$ cat src/rtl/hdmc_pkg.sv
`timescale 1ns / 1ps

package hdmc_pkg;

   // Field widths
   localparam int KEY_W          = 64;
   localparam int BYTE_W         = 8;
   localparam int RTYPE_W        = 16;
   localparam int RCLASS_W       = 16;
   localparam int HANDLE_W       = 32;
   localparam int TIME_W         = 32;
   localparam int COUNT_W        = 32;
   localparam int SLOT_INDEX_W   = 10;

   // Slot table geometry: the index is the low hash bits
   localparam int SLOT_IDX_W     = 10;
   localparam int SLOT_COUNT     = 1 << SLOT_IDX_W;

   // FNV-1a 64: the prime is 2^40 + 0x1b3, so the multiply is a shift plus
   // a narrow constant product
   localparam logic [KEY_W-1:0] FNV_BASIS       = 64'hCBF29CE484222325;
   localparam int               FNV_PRIME_SHIFT = 40;
   localparam logic [8:0]       FNV_PRIME_LOW   = 9'h1B3;

   // Record type goes into the key shifted by this amount
   localparam int TYPE_SHIFT     = 16;

   // Depth of the queue between front and back
   localparam int Q_DEPTH        = 2;
   localparam int Q_PTR_W        = $clog2(Q_DEPTH);
   localparam int Q_CNT_W        = $clog2(Q_DEPTH + 1);

   typedef enum logic [1:0] {
      ACT_BYTE   = 2'd0,
      ACT_LOOKUP = 2'd1,
      ACT_INSERT = 2'd2
   } action_type;

   // One finished key on its way to the table
   typedef struct packed {
      logic                is_insert;
      logic [KEY_W-1:0]    key;
      logic [HANDLE_W-1:0] handle;
      logic [TIME_W-1:0]   expiry;
      logic [TIME_W-1:0]   now;
   } job_type;

   // Queue status seen by both sides
   typedef struct packed {
      logic full;
      logic empty;
   } q_status_type;

   // One table slot as stored in the RAM word
   typedef struct packed {
      logic                valid;
      logic [KEY_W-1:0]    key_hash;
      logic [HANDLE_W-1:0] handle;
      logic [TIME_W-1:0]   expiry;
      logic [COUNT_W-1:0]  hits;
   } slot_type;

   localparam int SLOT_W = $bits(slot_type);

   // One FNV-1a round: xor the byte in, multiply by the prime mod 2^64
   function automatic logic [KEY_W-1:0] fnv_step(logic [KEY_W-1:0] h, logic [BYTE_W-1:0] b);
      logic [KEY_W-1:0] x;
      x = h ^ {{(KEY_W-BYTE_W){1'b0}}, b};
      return (x << FNV_PRIME_SHIFT) + (x * KEY_W'(FNV_PRIME_LOW));
   endfunction

   // Key with record type and class folded in
   function automatic logic [KEY_W-1:0] finish_key(logic [KEY_W-1:0] h,
                                                   logic [RTYPE_W-1:0] rtype,
                                                   logic [RCLASS_W-1:0] rclass);
      return h ^ (KEY_W'(rtype) << TYPE_SHIFT) ^ KEY_W'(rclass);
   endfunction

   // Slot index as reported on the result channel
   function automatic logic [SLOT_INDEX_W-1:0] slot_index_of(logic [KEY_W-1:0] key);
      return SLOT_INDEX_W'(key[SLOT_IDX_W-1:0]);
   endfunction

endpackage

$ cat src/rtl/hdmc_front.sv
`timescale 1ns / 1ps

module hdmc_front (
   input  logic                               clock,
   input  logic                               reset,
   input  logic                               req_valid,
   output logic                               req_stall,
   input  logic [1:0]                         req_action,
   input  logic [hdmc_pkg::BYTE_W-1:0]        req_name_byte,
   input  logic [hdmc_pkg::RTYPE_W-1:0]       req_record_type,
   input  logic [hdmc_pkg::RCLASS_W-1:0]      req_record_class,
   input  logic [hdmc_pkg::HANDLE_W-1:0]      req_entry_handle,
   input  logic [hdmc_pkg::TIME_W-1:0]        req_expiry_time,
   input  logic [hdmc_pkg::TIME_W-1:0]        req_now_time,
   input  hdmc_pkg::q_status_type             q_status,
   input  logic                               clearing,
   output logic                               push,
   output hdmc_pkg::job_type                  push_job
);

   logic [hdmc_pkg::KEY_W-1:0] hash_ff;
   logic [hdmc_pkg::KEY_W-1:0] hash_in;
   logic                       accept;

   // Hold off while the table is being cleared or the queue is full
   assign req_stall = clearing | q_status.full;
   assign accept    = req_valid & ~req_stall;

   // Classify the beat: fold a name byte, or finish the key and hand it on
   always_comb begin
      hash_in            = hash_ff;
      push               = 1'b0;
      push_job.is_insert = (hdmc_pkg::action_type'(req_action) == hdmc_pkg::ACT_INSERT);
      push_job.key       = hdmc_pkg::finish_key(hash_ff, req_record_type, req_record_class);
      push_job.handle    = req_entry_handle;
      push_job.expiry    = req_expiry_time;
      push_job.now       = req_now_time;
      if (accept) begin
         unique case (hdmc_pkg::action_type'(req_action))
            hdmc_pkg::ACT_BYTE: begin
               hash_in = hdmc_pkg::fnv_step(hash_ff, req_name_byte);
            end
            hdmc_pkg::ACT_LOOKUP, hdmc_pkg::ACT_INSERT: begin
               push    = 1'b1;
               hash_in = hdmc_pkg::FNV_BASIS;
            end
            default: begin
               // unused action code: dropped
            end
         endcase
      end
   end

   // Running hash
   always_ff @(posedge clock) begin
      if (reset) begin
         hash_ff <= hdmc_pkg::FNV_BASIS;
      end else begin
         hash_ff <= hash_in;
      end
   end

endmodule

$ cat config.mk
export PLATFORM = sky130hd
export DESIGN_NAME = hdmc_front
export DESIGN_NICKNAME = d
export VERILOG_FILES = /design/src/rtl/hdmc_pkg.sv /design/src/rtl/hdmc_front.sv
export SDC_FILE = /design/constraint.sdc
export NUM_CORES = 1
export LEC_CHECK = 0
export ABC_AREA = 1
export BUFFER_PORTS_ARGS = -buffer_cell sky130_fd_sc_hd__buf_2
export CORE_ASPECT_RATIO = 0.8
export CORE_MARGIN = 4
export CORE_UTILIZATION = 40
export DETAILED_ROUTE_END_ITERATION = 16
export MAX_ROUTING_LAYER = met4
export PLACE_DENSITY = 0.61
export SETUP_SLACK_MARGIN = 0.05
export SYNTH_ARGS = -nofsm -noshare
export SYNTH_HDL_FRONTEND = slang
export SYNTH_SLANG_ARGS = --single-unit
$ cat constraint.sdc
create_clock -name clock -period 12.3 [get_ports clock]
set_input_delay 0.615 -clock clock [delete_from_list [all_inputs] [get_ports clock]]
set_output_delay 0.615 -clock clock [all_outputs]
set_load 0.05 [all_outputs]
==> impl_metrics.yaml, run 1 <==
run_status:
  status: "completed"
final_layout:
  largestRegisters: "hash_ff (64)"
  fin_util_pct: 42.0
  nNetsFinal: 3095
  syn_to_final_growth_pct: 3.40
  top_register: "hash_ff"
  antenna_cells: 0
  largest_reg_flops: 64
  drive_gt1_share_pct: 7.22
  final_area_mm2: 0.0182
floorplan:
  core.rowCount: 68
  start_util_pct: 40.6
  die_w_um: 242
  die_height_um: 196
  core_mm2: 0.0433
  ios: 307
  dieArea_mm2: 0.0474
worst_setup_path:
  slowest_delay_ns: 0.75
  arrival_ns: 6.04
  crit_chain: "xnor2_1 -> inv_1 -> ha_1 -> xor2_1 -> ha_1 -> or2_2 -> fa_1 -> fa_1 -> ha_1 -> ha_1 -> nand2_1 -> nor2_1 -> nand3_1 -> nand2_1 -> nand2_1 -> nand2_1 -> nand3_1 -> nand4_1 -> nand3_1 -> nand2_1 -> nand2_1"
  critPathCaptureType: "register"
  cp_common_cell: "nand2_1"
  critPathKind: "register to register"
  cp_max_fo: 5
  cp.required_ns: 12.56
  start_kind: "register"
  crit_path_top_delay_cell: "xnor2_1"
yosys:
  synth_top_flop_cell: "dfxtp_1"
  syn-num-nets: 3115
  yosysTopAreaCell: "fa_1"
  synth_warnings: 0
  synth.top_cells.by_count: "745 x inv_1, 623 x nand2_1, 210 x fa_1"
  yosysUniqueCellTypes: 37
  synthArstFlopShare_pct: 0
  synth_edf_count: 0
  synth_area_per_cell_um2: 6.86
  synth.cell_area_mm2: 0.0176
  post-synth-top-count-cell: "inv_1"
  netlist.area_leader.share_pct: 23.9
  synth_area_leaders: "fa_1 24%, inv_1 16%, ha_1 14%, nand2_1 13%, dfxtp_1 7.3%"
  synth.ff_latch_count: 64
  syn_inst: 2563
  seq_area_frac_synth_pct: 7.28
placed_design:
  hpwl_mm: 49.1
  port-buffer-count: 113
  place_area_mm2: 0.0178
  routabilityCongestion: 1.00
routing:
  drt-vias-per-instance: 4.81
  wl_per_cell_um: 17.8
  first_pass_iters: 8
  vias: 15000
  routed_wl_mm: 55.4
  drtAntennaViolNets: 0
  drc: 0
  drt_iter0_markers: 1083
timing:
  fin_crit_ns: 5.79
  final.setup.tns_ns: 0
  fin_crit_sh_pct: 47.0
  slew_violations: 0
  relSlewSlack_pct: 33.0
  tightest_slew_ns: 1.00
  setup_violations: 0
  skew_ns: 0.0136
  hold_viol: 0
  rsz0062_at_grt: "false"
  max_freq_mhz: 173
clock_network:
  clkTransAtPathRegs_ns: 0.07
  cts_root_buffer: "clkbuf_16"
  clock_sinks: 64
  postCtsHoldBufs: 0
  htreeDepth: 3
  cts_tree: "done"
  clock_path_buffers: 2
  cts_made_buffers: 9
  clock_latency_ns: 0.36
  postCtsSetupRepairBufs: 0
  cts_resized: 0
global_routing:
  antenna_found_initial: 0
  grt_pass1_vias: 14900
  grt-ovfl-total: 0
  grt_usage_pct: 24.3
  grt_max_degree: 58
  grt_first_pass_wirelength_mm: 86.2
job:
  maxCapViolCount: 0
min_path:
  hold_path_class: "register to register"
==> path summary, 6_finish.rpt <==
kind,cells past startpoint,from,endpoint,slack [ns]
min reg2reg,2,hash_ff[45]$_SDFFE_PP0P_,hash_ff[45]$_SDFFE_PP0P_,0.51
max reg2reg,21,hash_ff[0]$_SDFFE_PP1P_,hash_ff[53]$_SDFFE_PP1P_,6.51
max,21,hash_ff[0]$_SDFFE_PP1P_,hash_ff[53]$_SDFFE_PP1P_,6.51
min,2,hash_ff[45]$_SDFFE_PP0P_,hash_ff[45]$_SDFFE_PP0P_,0.51
==> kinds of logic (layout without fill, tap and decap cells) <==
logic type	after synthesis	count (layout)	share of synthesized area [%]
AND/OR/NAND/NOR	888	888	21.0
adder cells (fa/ha/maj)	408	408	38.0
buffers and inverters	898	883	22.0
AO/OA/AOI/OAI	193	193	6.17
flip-flops	64	64	7.28
XOR/XNOR	112	112	5.58
==> per-layer routing <==
layer / GRT usage [%] / vias to the layer above / share of wire (%)
met4: 4.92 / 0 / 2.1
met2: 34.4 / 499 / 40
met1: 35.3 / 7039 / 49
met5: - / - / 0
li1: - / 7364 / -
met3: 5.68 / 57 / 8.3
==> per-stage QoR <==
step | worst slack, ns | std cells | hold slack, ns
floorplan | 7.66 | 2563 | 0.478
global route | 6.02 | 3108 | 0.548
CTS | 6.49 | 3108 | 0.512
detailed placement | 6.13 | 3092 | 0.506
global placement | 6.12 | 3092 | 0.493
finish | 6.51 | 3108 | 0.508
==> critical path, delay by kind of cell (launching register included) <==
kind / cells / cell delay (ns)
fa+ha+maj: 6 / 2.10
buf+inv: 1 / 0.30
simple gates: 12 / 1.98
xor+xnor: 2 / 0.93
flops: 1 / 0.35
==> final cells by class <==
class,instances,area (um^2)
repair buffers,118,603
clock buffers,9,225
flip-flops and latches,64,1280
inverters,749,2810
fillers,4622,25100
multi-input cells,1601,12400
well taps,560,701
clock inverters,7,120
==> placed cells by master, fill, tap and decap left out, types with 6 or more instances in the layout <==
| cell | n |
|---|---|
| nand2_2 | 8 |
| o21bai_1 | 20 |
| nor2_2 | 14 |
| nand4_1 | 15 |
| nand3_1 | 90 |
| a21oi_1 | 109 |
| xnor2_1 | 27 |
| clkbuf_16 | 9 |
| o21ai_0 | 28 |
| ha_1 | 198 |
| inv_1 | 745 |
| o22ai_1 | 18 |
| or2_2 | 9 |
| nor2_1 | 93 |
| dfxtp_1 | 64 |
| fa_1 | 210 |
| nand3b_1 | 6 |
| xor2_1 | 85 |
| nand2_1 | 623 |
| a21o_1 | 9 |
| buf_2 | 113 |
| nor3_1 | 9 |
Power of run 1 is left out: the tool's default activity adds up to more than one toggle a clock period on the data nets, which glitch-free logic cannot reach.
==> run 2, diff against run 1 <==
Settings changed: ABC_AREA 1 to 0, PLACE_DENSITY 0.61 to 0.62.
Clock period 12.3 ns to 5.8 ns, I/O delays scaled along.
==> impl_metrics.yaml, run 2 <==
run_status:
  status: "completed"
floorplan:
  core_mm2: 0.0374
  start_util_pct: 40.9
  die_w_um: 227
  ios: 307
  core.rowCount: 63
  dieArea_mm2: 0.0415
  die_height_um: 183
clock_network:
  htreeDepth: 3
  clock_latency_ns: 0.35
  clock_path_buffers: 2
  clock_sinks: 64
  postCtsHoldBufs: 0
  cts_root_buffer: "clkbuf_16"
  clkTransAtPathRegs_ns: 0.06
  cts_tree: "done"
  cts_made_buffers: 9
timing:
  rsz0062_at_grt: "true"
  skew_ns: 0.0101
  fin_crit_ns: 5.52
  slew_violations: 0
  fin_crit_sh_pct: 95.2
  max_freq_mhz: 181
  hold_viol: 0
  setup_violations: 0
  final.setup.tns_ns: 0
  relSlewSlack_pct: 20.6
  tightest_slew_ns: 1.19
routing:
  drtAntennaViolNets: 0
  first_pass_iters: 5
  drt_iter0_markers: 841
  wl_per_cell_um: 18.7
  routed_wl_mm: 43.4
  drt-vias-per-instance: 5.03
  vias: 11700
  drc: 0
yosys:
  synth-simple-area-share_pct: 7.51
  synth_fa_ha_area_share_pct: 43.6
  seq_area_frac_synth_pct: 8.36
  post-synth-top-count-cell: "inv_1"
  synth.top_cells.by_count: "450 x inv_1, 210 x fa_1, 198 x ha_1"
  synth_top_flop_cell: "dfxtp_1"
  synth_top_family_by_area: "adder cells"
  synth.ff_latch_count: 64
  muxShareOfSynthArea_pct: 0.261
  synth_area_per_cell_um2: 8.52
  synth_edf_count: 0
  syn_inst: 1798
  netlist.area_leader.share_pct: 27.4
  synth.cell_area_mm2: 0.0153
  synth_area_leaders: "fa_1 27%, ha_1 16%, inv_1 11%, dfxtp_1 8.4%, buf_4 6.4%"
  yosysUniqueCellTypes: 60
  synthArstFlopShare_pct: 0
  synth_warnings: 0
  synth-compound-area-share_pct: 12.8
  yosysTopAreaCell: "fa_1"
  syn-num-nets: 2350
  synth_xor_area_share_pct: 9.20
final_layout:
  most-common-layout-cells: "450 x inv_1, 210 x fa_1, 190 x ha_1"
  final_common_cell: "inv_1"
  syn_to_final_growth_pct: 7.67
  nNetsFinal: 2384
  largest_reg_flops: 64
  top_register: "hash_ff"
  num-fill-cells: 3638
  largestRegisters: "hash_ff (64)"
  drive_gt1_share_pct: 13.9
global_routing:
  grt_first_pass_wirelength_mm: 68.7
  grt-ovfl-total: 0
  grt_usage_pct: 21.8
  grt_max_degree: 39
  grt_pass1_vias: 12000
  antenna_found_initial: 1
worst_setup_path:
  r2r_start: "hash_ff[1]$_SDFFE_PP0P_"
  cp_max_fo: 4
  critical_path.startpoint: "hash_ff[1]$_SDFFE_PP0P_"
  arrival_ns: 5.75
  critPathKind: "register to register"
  critPathCaptureType: "register"
  cp.required_ns: 6.03
  start_kind: "register"
placed_design:
  hpwl_mm: 38.1
  routabilityCongestion: 0.985
  port-buffer-count: 113
min_path:
  hold_start: "req_name_byte[0]"
  hold_path_class: "input port to register"
job:
  maxCapViolCount: 0
run 2: kinds of logic after synthesis:
kind of cell | Yosys count
buffers and inverters | 614
adders and majority gates | 408
AOI/OAI and AO/OA | 302
and+or+nand+nor | 245
xor gates and xnor gates | 161
DFF | 64
muxes | 4
run 2: path summary, 6_finish.rpt:
check	end	slack [ns]	depth (start not counted)
max	hash_ff[56]$_SDFFE_PP1P_	0.28	22
min	hash_ff[0]$_SDFFE_PP1P_	0.39	3
max reg2reg	hash_ff[56]$_SDFFE_PP1P_	0.28	22
min reg2reg	hash_ff[1]$_SDFFE_PP0P_	0.50	2
run 2: layer usage:
layer / GRT usage [%] / part of all wire (%) / up-vias / routed length, um
met5: - / 0 / - / 0
met4: 3.55 / 1.2 / 0 / 512
met3: 5.60 / 8.5 / 38 / 3700
met2: 30.4 / 42 / 443 / 18100
met1: 32.4 / 49 / 5667 / 21100
li1: - / - / 5558 / -
run 2: critical path: stages (launching register included):
cell and delay [ns]:
dfxtp_2 0.34, xnor2_2 0.21, inv_1 0.11, ha_1 0.37
xor2_2 0.22, ha_1 0.32, fa_1 0.50, fa_1 0.41
ha_1 0.29, ha_1 0.35, o211ai_1 0.13, o211ai_1 0.24
a31oi_2 0.16, buf_4 0.17, o21ai_1 0.20, a31oi_2 0.16
o41ai_2 0.29, buf_4 0.18, a21oi_1 0.09, buf_4 0.17
o21ai_1 0.23, mux2i_1 0.21, nor2_1 0.05
run 2: per-stage QoR:
step	setup WS, ns	hold slack, ns	instance area [um^2]	std cells	util, %
after floorplan	0.430	0.459	15300	1798	-
after global placement	0.157	0.481	15900	2307	42.6
after detailed placement	0.0418	0.488	15900	2307	42.6
after CTS	0.106	0.359	16300	2323	43.4
after global routing	0.0166	0.392	16500	2325	44.1
final	0.277	0.387	16500	2325	44.1
run 2: cell type report:
type / instances / area, um^2 / area share, %
inverter: 450 / 1690 / 10.2
clock buffer: 10 / 229 / 1.39
clock inverter: 6 / 93.8 / 0.569
antenna: 1 / 2.50 / 0.0152
sequential: 64 / 1280 / 7.79
timing repair buffer: 187 / 1120 / 6.80
multi-input combinational: 1120 / 11500 / 69.5
tap: 487 / 609 / 3.69
run 2: repair_timing:
item,CTS,global route
buffers inserted,0,1
endpoints found under the setup margin,4,18
gates resized for setup,1,43
pin swaps,1,3
endpoints found under the hold margin,0,0
Power of run 2 is left out for the same reason.
