**config.mk**
```make
export PLATFORM = sky130hd
export DESIGN_NAME = hdmc_queue
export DESIGN_NICKNAME = d
export VERILOG_FILES = /design/src/rtl/hdmc_pkg.sv /design/src/rtl/hdmc_queue.sv
export SDC_FILE = /design/constraint.sdc
export NUM_CORES = 1
export LEC_CHECK = 0
export ABC_AREA = 1
export BUFFER_PORTS_ARGS = -buffer_cell sky130_fd_sc_hd__clkbuf_2
export CORE_ASPECT_RATIO = 0.75
export CORE_UTILIZATION = 42
export DETAILED_ROUTE_END_ITERATION = 8
export HOLD_SLACK_MARGIN = 0.15
export PLACE_DENSITY = 0.63
export SETUP_SLACK_MARGIN = 0.02
export SYNTH_ARGS = -nofsm -noshare
export SYNTH_HDL_FRONTEND = slang
export SYNTH_SLANG_ARGS = --single-unit
```
**constraint.sdc**
```tcl
create_clock -name clock -period 11.3 [get_ports clock]
set_input_delay 0 -clock clock [delete_from_list [all_inputs] [get_ports clock]]
set_output_delay 0 -clock clock [all_outputs]
set_load 0.01 [all_outputs]
```
**src/rtl/hdmc_pkg.sv**
```systemverilog
`timescale 1ns / 1ps

package hdmc_pkg;

   // Field widths
   localparam int KEY_W          = 64;
   localparam int BYTE_W         = 8;
   localparam int RTYPE_W        = 16;
   localparam int RCLASS_W       = 16;
   localparam int HANDLE_W       = 32;
   localparam int TIME_W         = 32;
   localparam int COUNT_W        = 32;
   localparam int SLOT_INDEX_W   = 10;

   // Slot table geometry: the index is the low hash bits
   localparam int SLOT_IDX_W     = 10;
   localparam int SLOT_COUNT     = 1 << SLOT_IDX_W;

   // FNV-1a 64: the prime is 2^40 + 0x1b3, so the multiply is a shift plus
   // a narrow constant product
   localparam logic [KEY_W-1:0] FNV_BASIS       = 64'hCBF29CE484222325;
   localparam int               FNV_PRIME_SHIFT = 40;
   localparam logic [8:0]       FNV_PRIME_LOW   = 9'h1B3;

   // Record type goes into the key shifted by this amount
   localparam int TYPE_SHIFT     = 16;

   // Depth of the queue between front and back
   localparam int Q_DEPTH        = 2;
   localparam int Q_PTR_W        = $clog2(Q_DEPTH);
   localparam int Q_CNT_W        = $clog2(Q_DEPTH + 1);

   typedef enum logic [1:0] {
      ACT_BYTE   = 2'd0,
      ACT_LOOKUP = 2'd1,
      ACT_INSERT = 2'd2
   } action_type;

   // One finished key on its way to the table
   typedef struct packed {
      logic                is_insert;
      logic [KEY_W-1:0]    key;
      logic [HANDLE_W-1:0] handle;
      logic [TIME_W-1:0]   expiry;
      logic [TIME_W-1:0]   now;
   } job_type;

   // Queue status seen by both sides
   typedef struct packed {
      logic full;
      logic empty;
   } q_status_type;

   // One table slot as stored in the RAM word
   typedef struct packed {
      logic                valid;
      logic [KEY_W-1:0]    key_hash;
      logic [HANDLE_W-1:0] handle;
      logic [TIME_W-1:0]   expiry;
      logic [COUNT_W-1:0]  hits;
   } slot_type;

   localparam int SLOT_W = $bits(slot_type);

   // One FNV-1a round: xor the byte in, multiply by the prime mod 2^64
   function automatic logic [KEY_W-1:0] fnv_step(logic [KEY_W-1:0] h, logic [BYTE_W-1:0] b);
      logic [KEY_W-1:0] x;
      x = h ^ {{(KEY_W-BYTE_W){1'b0}}, b};
      return (x << FNV_PRIME_SHIFT) + (x * KEY_W'(FNV_PRIME_LOW));
   endfunction

   // Key with record type and class folded in
   function automatic logic [KEY_W-1:0] finish_key(logic [KEY_W-1:0] h,
                                                   logic [RTYPE_W-1:0] rtype,
                                                   logic [RCLASS_W-1:0] rclass);
      return h ^ (KEY_W'(rtype) << TYPE_SHIFT) ^ KEY_W'(rclass);
   endfunction

   // Slot index as reported on the result channel
   function automatic logic [SLOT_INDEX_W-1:0] slot_index_of(logic [KEY_W-1:0] key);
      return SLOT_INDEX_W'(key[SLOT_IDX_W-1:0]);
   endfunction

endpackage

```
**src/rtl/hdmc_queue.sv**
```systemverilog
`timescale 1ns / 1ps

module hdmc_queue (
   input  logic                   clock,
   input  logic                   reset,
   input  logic                   push,
   input  hdmc_pkg::job_type      push_job,
   input  logic                   pop,
   output hdmc_pkg::job_type      head,
   output hdmc_pkg::q_status_type status
);

   hdmc_pkg::job_type                 slots_ff [hdmc_pkg::Q_DEPTH];
   logic [hdmc_pkg::Q_PTR_W-1:0]      wr_ptr_ff, wr_ptr_in;
   logic [hdmc_pkg::Q_PTR_W-1:0]      rd_ptr_ff, rd_ptr_in;
   logic [hdmc_pkg::Q_CNT_W-1:0]      cnt_ff, cnt_in;

   // Pointer and fill count update
   always_comb begin
      wr_ptr_in = wr_ptr_ff;
      rd_ptr_in = rd_ptr_ff;
      if (push) begin
         wr_ptr_in = (wr_ptr_ff == hdmc_pkg::Q_PTR_W'(hdmc_pkg::Q_DEPTH - 1)) ?
                     '0 : wr_ptr_ff + 1'b1;
      end
      if (pop) begin
         rd_ptr_in = (rd_ptr_ff == hdmc_pkg::Q_PTR_W'(hdmc_pkg::Q_DEPTH - 1)) ?
                     '0 : rd_ptr_ff + 1'b1;
      end
      cnt_in = cnt_ff + hdmc_pkg::Q_CNT_W'(push) - hdmc_pkg::Q_CNT_W'(pop);
   end

   always_ff @(posedge clock) begin
      if (reset) begin
         wr_ptr_ff <= '0;
         rd_ptr_ff <= '0;
         cnt_ff    <= '0;
      end else begin
         wr_ptr_ff <= wr_ptr_in;
         rd_ptr_ff <= rd_ptr_in;
         cnt_ff    <= cnt_in;
      end
   end

   // Entry storage, no reset needed
   always_ff @(posedge clock) begin
      if (push) begin
         slots_ff[wr_ptr_ff] <= push_job;
      end
   end

   assign head         = slots_ff[rd_ptr_ff];
   assign status.full  = (cnt_ff == hdmc_pkg::Q_CNT_W'(hdmc_pkg::Q_DEPTH));
   assign status.empty = (cnt_ff == '0);

endmodule

```
==> results of run 1 <==
-- stage by stage --
step,setup slack (ps),hold slack (ps),instances,power (W),util (%)
after global placement,8719,188.6,1232,0.001745,50.22
after CTS,8331,182.2,1459,0.002861,59.83
after global routing,8233,194.6,1460,0.002937,59.84
final,8372,215.6,1460,0.002823,59.84
after detailed placement,8725,192.7,1232,0.001750,50.22
after floorplan,3622,71.22,533,0.001638,-
-- registers in the layout (all words and copies together) (netlist names), named ones only --
name and count:
rd_ptr_ff 1, cnt_ff 2, wr_ptr_ff 1, slots_ff 322
-- path summary, 6_finish.rpt --
check | start | to
setup / recovery | register | head[153]
hold reg to reg | rd_ptr_ff | rd_ptr_ff
hold / removal | push_job[120] | slots_ff[0][120]
setup reg to reg | wr_ptr_ff | slots_ff[1][101]
-- critical path, cell delays in order, from the launching register on --
cell      delay [ps]
dfxtp_4          880
buf_4            890
mux2_2           410
clkbuf_2         120
-- layout make-up --
type / instances / area share, %
Multi-Input combinational cell: 179 / 13.29
Timing Repair Buffer: 497 / 19.63
Sequential cell: 327 / 57.68
Clock buffer: 44 / 5.619
Clock inverter: 18 / 0.7015
Tap cell: 385 / 2.843
Inverter: 9 / 0.2289
Antenna cell: 1 / 0.01477
-- power groups by stage --
stage	sequential (W)	clock, W	combinational, W
floorplan	0.00145	0	0.000184
global placement	0.00145	0	0.000293
detailed placement	0.00146	0	0.000295
CTS	0.00143	0.00109	0.000344
global route	0.00144	0.00114	0.000366
finish	0.00143	0.00105	0.000339
-- logic make-up after synthesis --
family,share of synthesized area (%)
XOR/XNOR,0.07176
AO/OA/AOI/OAI,0.04096
AND/OR/NAND/NOR,0.4509
buffers and inverters,1.578
flip-flops,80.03
multiplexers,17.62
adder cells (fa/ha/maj),0.2050
-- layer usage --
layer	track usage, %	up-vias	wire (um)
met2	25.23	254	11130
met5	0	-	0
li1	-	3148	-
met3	6.130	35	2268
met4	5.038	0	431
met1	19.94	3214	10370
-- placed cells by master (no fill, tap or decap), drive strengths merged --
cell type    Yosys  layout
a21oi            1       1
buf             18       5
bufinv           0       1
clkbuf           0     371
clkinv           0      14
clkinvlp         0       2
dfxtp            5       5
diode            0       1
dlygate4sd3      0     165
edfxtp         322     322
ha               2       2
inv              9      10
mux2           161     161
nand2            4       4
nand3            1       1
nor2             8       8
nor3             1       1
xnor2            1       1
==> metrics.txt, run 1 <==
# TYPE chip_impl_metric gauge
chip_impl_metric{name="final_period_minus_worst_setup_slack",unit="ps"} 2928
chip_impl_metric{name="routed_wirelength",unit="um"} 24200
chip_impl_metric{name="total_of_endpoints_with_negative_setup_slack_in_the_final_report",unit=""} 0
chip_impl_metric{name="share_clk_of_total_power",unit="%"} 37.3
chip_impl_info{name="cts.root.buffer_cell",value="clkbuf_16"} 1
chip_impl_metric{name="grt_max_degree",unit=""} 87
chip_impl_metric{name="post_drt_wl_per_cell",unit="um"} 16.58
chip_impl_metric{name="total_grt_overflow",unit=""} 0
chip_impl_metric{name="initial_antenna_violation_count",unit=""} 1
chip_impl_info{name="synth_commonest_cells",value="edfxtp_1, mux2_4, mux2_2, buf_6, inv_1"} 1
chip_impl_metric{name="maxCapViolCount",unit=""} 0
chip_impl_metric{name="power.ir.vdd_worst",unit="uV"} 130.2
chip_impl_info{name="run_status",value="completed"} 1
chip_impl_metric{name="total_leakage_power",unit="nW"} 6.687
chip_impl_metric{name="drive_gt1_share",unit="%"} 50.65
chip_impl_metric{name="num_rows",unit=""} 53
chip_impl_metric{name="async_flop_share",unit="%"} 0
chip_impl_metric{name="antenna_left",unit=""} 0
chip_impl_metric{name="post_cts_clock_slew_at_the_launch_and_capture_registers_of_the_worst_setup_and_hold_paths",unit="ps"} 60
chip_impl_metric{name="critical_path_peak_fanout",unit=""} 53
chip_impl_metric{name="die_h",unit="um"} 149.6
chip_impl_metric{name="area.growth.synth_to_final",unit="%"} 38.82
chip_impl_info{name="timing.hold.worst.class",value="in2reg"} 1
chip_impl_metric{name="core_area",unit="um^2"} 28320
chip_impl_metric{name="postCtsSetupBuffers",unit=""} 0
chip_impl_metric{name="timing.reg2reg.setup_slack",unit="ps"} 8830
chip_impl_metric{name="multi_input_comb_area",unit="um^2"} 2252
chip_impl_metric{name="final_nets",unit=""} 1215
chip_impl_info{name="cts_tree",value="done"} 1
chip_impl_metric{name="numCtsBuffers",unit=""} 34
chip_impl_metric{name="required",unit="ps"} 11300
chip_impl_metric{name="power.switching_fraction",unit="%"} 21.76
chip_impl_metric{name="die_x",unit="um"} 198.9
chip_impl_metric{name="synth_cell_types",unit=""} 14
chip_impl_metric{name="drt_first_iter_violations",unit=""} 290
chip_impl_metric{name="combinationalPowerShare",unit="%"} 12.0
chip_impl_metric{name="cellInternalPower",unit="W"} 0.002209
chip_impl_metric{name="synthDominantCellAreaShare",unit="%"} 79.21
chip_impl_metric{name="dp_hpwl",unit="um"} 14650
chip_impl_metric{name="sequential_cell_area",unit="um^2"} 9773
chip_impl_info{name="synth.largest_area_cell",value="edfxtp_1"} 1
chip_impl_metric{name="mappedNetlistArea",unit="um^2"} 12210
chip_impl_metric{name="power_switching",unit="W"} 0.0006143
chip_impl_info{name="yosys-top-cells-area",value="edfxtp_1, mux2_4, mux2_2"} 1
chip_impl_metric{name="floorplan.io_pins",unit=""} 328
chip_impl_info{name="dominantRegCellSynth",value="edfxtp_1"} 1
chip_impl_metric{name="viasPerCell",unit=""} 4.555
chip_impl_metric{name="syn_nets",unit=""} 700
chip_impl_metric{name="power.share.sequential",unit="%"} 50.6
chip_impl_metric{name="post_cts_resized",unit=""} 0
chip_impl_metric{name="floorplan.die_area",unit="um^2"} 29760
chip_impl_metric{name="start_util",unit="%"} 43.11
chip_impl_metric{name="final.fill_count",unit=""} 2078
chip_impl_metric{name="port_buffers",unit=""} 327
chip_impl_metric{name="hold_crit_depth",unit=""} 2
chip_impl_metric{name="worstRegToRegCells",unit=""} 3
chip_impl_metric{name="number_of_drc_violations_after_detailed_routing",unit=""} 0
chip_impl_metric{name="share_of_the_clock_period_used_by_the_worst_path",unit="%"} 25.91
chip_impl_info{name="grt_setup_unrepaired",value="no"} 1
chip_impl_info{name="timing.setup.critical_path_class",value="reg2out"} 1
chip_impl_metric{name="worst_skew_pair.late_latency",unit="ps"} 510
chip_impl_metric{name="yosys_warnings",unit=""} 0
chip_impl_metric{name="clock.fmax",unit="MHz"} 341.5
chip_impl_metric{name="gpl.final_weighted_congestion",unit=""} 0.6877
chip_impl_metric{name="grt_first_pass_wirelength",unit="um"} 36050
chip_impl_metric{name="grt_pass1_vias",unit=""} 6937
chip_impl_metric{name="first_pass_iters",unit=""} 4
chip_impl_metric{name="p_per_area",unit="nW/um^2"} 166.6
chip_impl_info{name="post-synth-top-count-cell",value="edfxtp_1"} 1
chip_impl_metric{name="finalClockSkew",unit="ps"} 19.54
chip_impl_metric{name="synthesis.instances",unit=""} 533
chip_impl_metric{name="cts.path.max_buffers",unit=""} 3
chip_impl_metric{name="setup_tns",unit="ps"} 0
chip_impl_metric{name="numClockSinks",unit=""} 327
chip_impl_metric{name="vias_after_detailed_routing",unit=""} 6651
chip_impl_metric{name="synth-seq-area-share",unit="%"} 80.03
chip_impl_metric{name="final_design_area_no_fill",unit="um^2"} 16950
chip_impl_metric{name="tightest_slew",unit="ps"} 1067
chip_impl_metric{name="dpl_cell_area",unit="um^2"} 14220
chip_impl_info{name="critical_path.endpoint_type",value="output port"} 1
chip_impl_metric{name="global_route.usage.total",unit="%"} 15.84
chip_impl_metric{name="cp_data_arrival_time",unit="ps"} 2930
chip_impl_metric{name="synth.ff_latch_count",unit=""} 327
chip_impl_metric{name="worst_slew_margin_rel",unit="%"} 28.89
chip_impl_metric{name="report.final.hold_viol_count",unit=""} 0
chip_impl_metric{name="hold_buffers",unit=""} 165
chip_impl_info{name="worst_setup_path_start_kind",value="register"} 1
chip_impl_metric{name="synth_area_per_cell",unit="um^2"} 22.90
chip_impl_metric{name="synth_enable_flop_cells",unit=""} 322
chip_impl_metric{name="finalMaxSlewViolations",unit=""} 0
chip_impl_metric{name="cts_h_tree_depth",unit=""} 2
No activity file was read; power rests on OpenSTA's default activity.
==> run 2: changes to the inputs <==
PLACE_DENSITY = 0.66   (was 0.63)
clock period = 2.5 ns   (was 11.3 ns; I/O delays follow)
==> run 2 against run 1 <==
Compared with the run above: utilization rose by 1.4 points; combinational power rose to 4.8 times the previous value; clock power rose to 4.2 times the previous value; total power rose to 4.4 times the previous value; final cell count rose by 2.5%; first-iteration DRC count fell by 17%; sequential share of layout area fell by 1.3 points; largest cell class unchanged; largest power group unchanged.
==> metrics.txt, run 2 (same netlist as run 1, synthesis figures left out) <==
# TYPE chip_impl_metric gauge
chip_impl_metric{name="share_of_the_clock_period_used_by_the_worst_path",unit="%"} 85.06
chip_impl_metric{name="area.growth.synth_to_final",unit="%"} 41.97
chip_impl_metric{name="numClockSinks",unit=""} 327
chip_impl_metric{name="report.final.hold_viol_count",unit=""} 0
chip_impl_metric{name="fin_total_pwr",unit="W"} 0.01249
chip_impl_metric{name="critical_path_peak_fanout",unit=""} 46
chip_impl_metric{name="final_nets",unit=""} 1254
chip_impl_metric{name="grt_max_degree",unit=""} 90
chip_impl_info{name="layout.cells.most_common",value="clkbuf_2"} 1
chip_impl_metric{name="antenna_left",unit=""} 0
chip_impl_metric{name="final_period_minus_worst_setup_slack",unit="ps"} 2126
chip_impl_metric{name="cp_data_arrival_time",unit="ps"} 2130
chip_impl_metric{name="floorplan.die_area",unit="um^2"} 29760
chip_impl_metric{name="finalClockSkew",unit="ps"} 13.23
chip_impl_metric{name="first_pass_iters",unit=""} 5
chip_impl_metric{name="post_drt_wl_per_cell",unit="um"} 17.40
chip_impl_metric{name="p_per_area",unit="nW/um^2"} 720.4
chip_impl_metric{name="critPathBufInv",unit=""} 2
chip_impl_metric{name="numCtsBuffers",unit=""} 31
chip_impl_metric{name="gpl.final_weighted_congestion",unit=""} 0.7162
chip_impl_metric{name="final.fill_count",unit=""} 2038
chip_impl_metric{name="post_cts_resized",unit=""} 0
chip_impl_info{name="grt_setup_unrepaired",value="no"} 1
chip_impl_metric{name="port_buffers",unit=""} 327
chip_impl_metric{name="critical-path-max-stage-delay",unit="ps"} 640
chip_impl_metric{name="number_of_drc_violations_after_detailed_routing",unit=""} 0
chip_impl_metric{name="maxCapViolCount",unit=""} 0
chip_impl_info{name="timing.hold.worst.class",value="in2reg"} 1
chip_impl_info{name="mostFrequentLayoutCells",value="clkbuf_2, edfxtp_1, dlygate4sd3_1"} 1
chip_impl_metric{name="worst_slew_margin_rel",unit="%"} 59.92
chip_impl_info{name="cp_top_family",value="flip-flops"} 1
chip_impl_metric{name="power.ir.vdd_worst",unit="uV"} 627.2
chip_impl_info{name="max_flop_register",value="slots_ff"} 1
chip_impl_metric{name="global_route.usage.total",unit="%"} 17.00
chip_impl_info{name="run_status",value="completed"} 1
chip_impl_metric{name="preCtsSetupSlack",unit="ps"} 935.1
chip_impl_metric{name="total_of_endpoints_with_negative_setup_slack_in_the_final_report",unit=""} 0
chip_impl_metric{name="dpl_cell_area",unit="um^2"} 14330
chip_impl_metric{name="total_grt_overflow",unit=""} 0
chip_impl_info{name="timing.setup.critical_path_class",value="reg2out"} 1
chip_impl_metric{name="die_x",unit="um"} 198.9
chip_impl_metric{name="die_h",unit="um"} 149.6
chip_impl_metric{name="finalMaxSlewViolations",unit=""} 0
chip_impl_metric{name="worst_slack_setup_final",unit="ps"} 373.6
chip_impl_metric{name="grt_first_pass_wirelength",unit="um"} 38670
chip_impl_metric{name="setup_tns",unit="ps"} 0
chip_impl_metric{name="viasPerCell",unit=""} 4.582
chip_impl_metric{name="final.hold.worst_slack",unit="ps"} 178.1
chip_impl_metric{name="cts_h_tree_depth",unit=""} 1
chip_impl_info{name="crit_path_cell_trace",value="buf_12 -> mux2_2 -> clkbuf_2"} 1
chip_impl_metric{name="initial_antenna_violation_count",unit=""} 1
chip_impl_metric{name="tightest_slew",unit="ps"} 601.1
chip_impl_metric{name="total_leakage_power",unit="nW"} 6.823
chip_impl_metric{name="core_area",unit="um^2"} 28320
chip_impl_metric{name="post_cts_clock_slew_at_the_launch_and_capture_registers_of_the_worst_setup_and_hold_paths",unit="ps"} 70
chip_impl_metric{name="drive_gt1_share",unit="%"} 49.10
chip_impl_info{name="cts.root.buffer_cell",value="clkbuf_16"} 1
chip_impl_info{name="worst_setup_path_start_kind",value="register"} 1
chip_impl_metric{name="largest_reg_flops",unit=""} 322
chip_impl_metric{name="dp_hpwl",unit="um"} 15280
chip_impl_metric{name="vias_after_detailed_routing",unit=""} 6860
chip_impl_metric{name="floorplan.io_pins",unit=""} 328
chip_impl_metric{name="routed_wirelength",unit="um"} 26050
chip_impl_metric{name="grt_pass1_vias",unit=""} 7265
chip_impl_info{name="cts_tree",value="done"} 1
chip_impl_metric{name="drt_first_iter_violations",unit=""} 240
chip_impl_info{name="cp_slowest_cell",value="dfxtp_4"} 1
chip_impl_info{name="critical_path.endpoint_type",value="output port"} 1
chip_impl_metric{name="clock.fmax",unit="MHz"} 470.3
chip_impl_metric{name="num_rows",unit=""} 53
chip_impl_metric{name="final_design_area_no_fill",unit="um^2"} 17330
chip_impl_info{name="biggestRegsByFlops",value="slots_ff: 322 flops, cnt_ff: 2 flops"} 1
chip_impl_metric{name="start_util",unit="%"} 43.11
chip_impl_metric{name="required",unit="ps"} 2500
chip_impl_metric{name="worst_skew_pair.late_latency",unit="ps"} 560
chip_impl_metric{name="cts.path.max_buffers",unit=""} 3
==> run 2: per-layer routing <==
layer	vias to the layer above	part of all wire, %	global-route usage, %
met3	28	7.9	5.274
met5	-	0	0
met2	270	48	29.00
met1	3346	42	21.28
met4	0	1.6	3.692
li1	3216	-	-
==> run 2: cell type report <==
| type | count | area [um^2] | area share [%] |
|---|---|---|---|
| clock inverters | 17 | 145.1 | 0.8375 |
| repair buffers | 539 | 3826 | 22.08 |
| inverters | 9 | 37.54 | 0.2166 |
| multi-input cells | 179 | 2255 | 13.01 |
| diodes | 2 | 5.005 | 0.02888 |
| flip-flops and latches | 327 | 9774 | 56.40 |
| well taps | 385 | 481.7 | 2.780 |
| clock buffers | 39 | 805.8 | 4.649 |
==> run 2: worst paths after layout <==
path | from | end | slack, ps | cells after the start
worst min-delay path | push_job[2] | slots_ff[1][2] | 180 | 2
worst min register to register | rd_ptr_ff | rd_ptr_ff | 520 | 2
worst max register to register | cnt_ff[0] | cnt_ff[0] | 810 | 7
worst max-delay path | register | head[16] | 370 | 3
==> run 2: repair_timing <==
item | in CTS | in global routing
endpoints found under the setup margin | 0 | 0
endpoints found under the hold margin | 327 | 0
hold buffers | 204 | 0
setup buffers | 0 | 0
==> run 2: power by group <==
part	switching (W)	total [W]	leakage [nW]	internal, W
registers	0.0000921	0.00645	3.06	0.00635
clock network	0.00191	0.00440	0.459	0.00248
logic	0.000757	0.00164	3.30	0.000886
==> run 2: per-stage QoR <==
stage | cells | utilization, %
floorplan | 533 | -
global placement | 1235 | 50.62
detailed placement | 1235 | 50.62
CTS | 1495 | 61.19
global route | 1496 | 61.19
finish | 1497 | 61.20
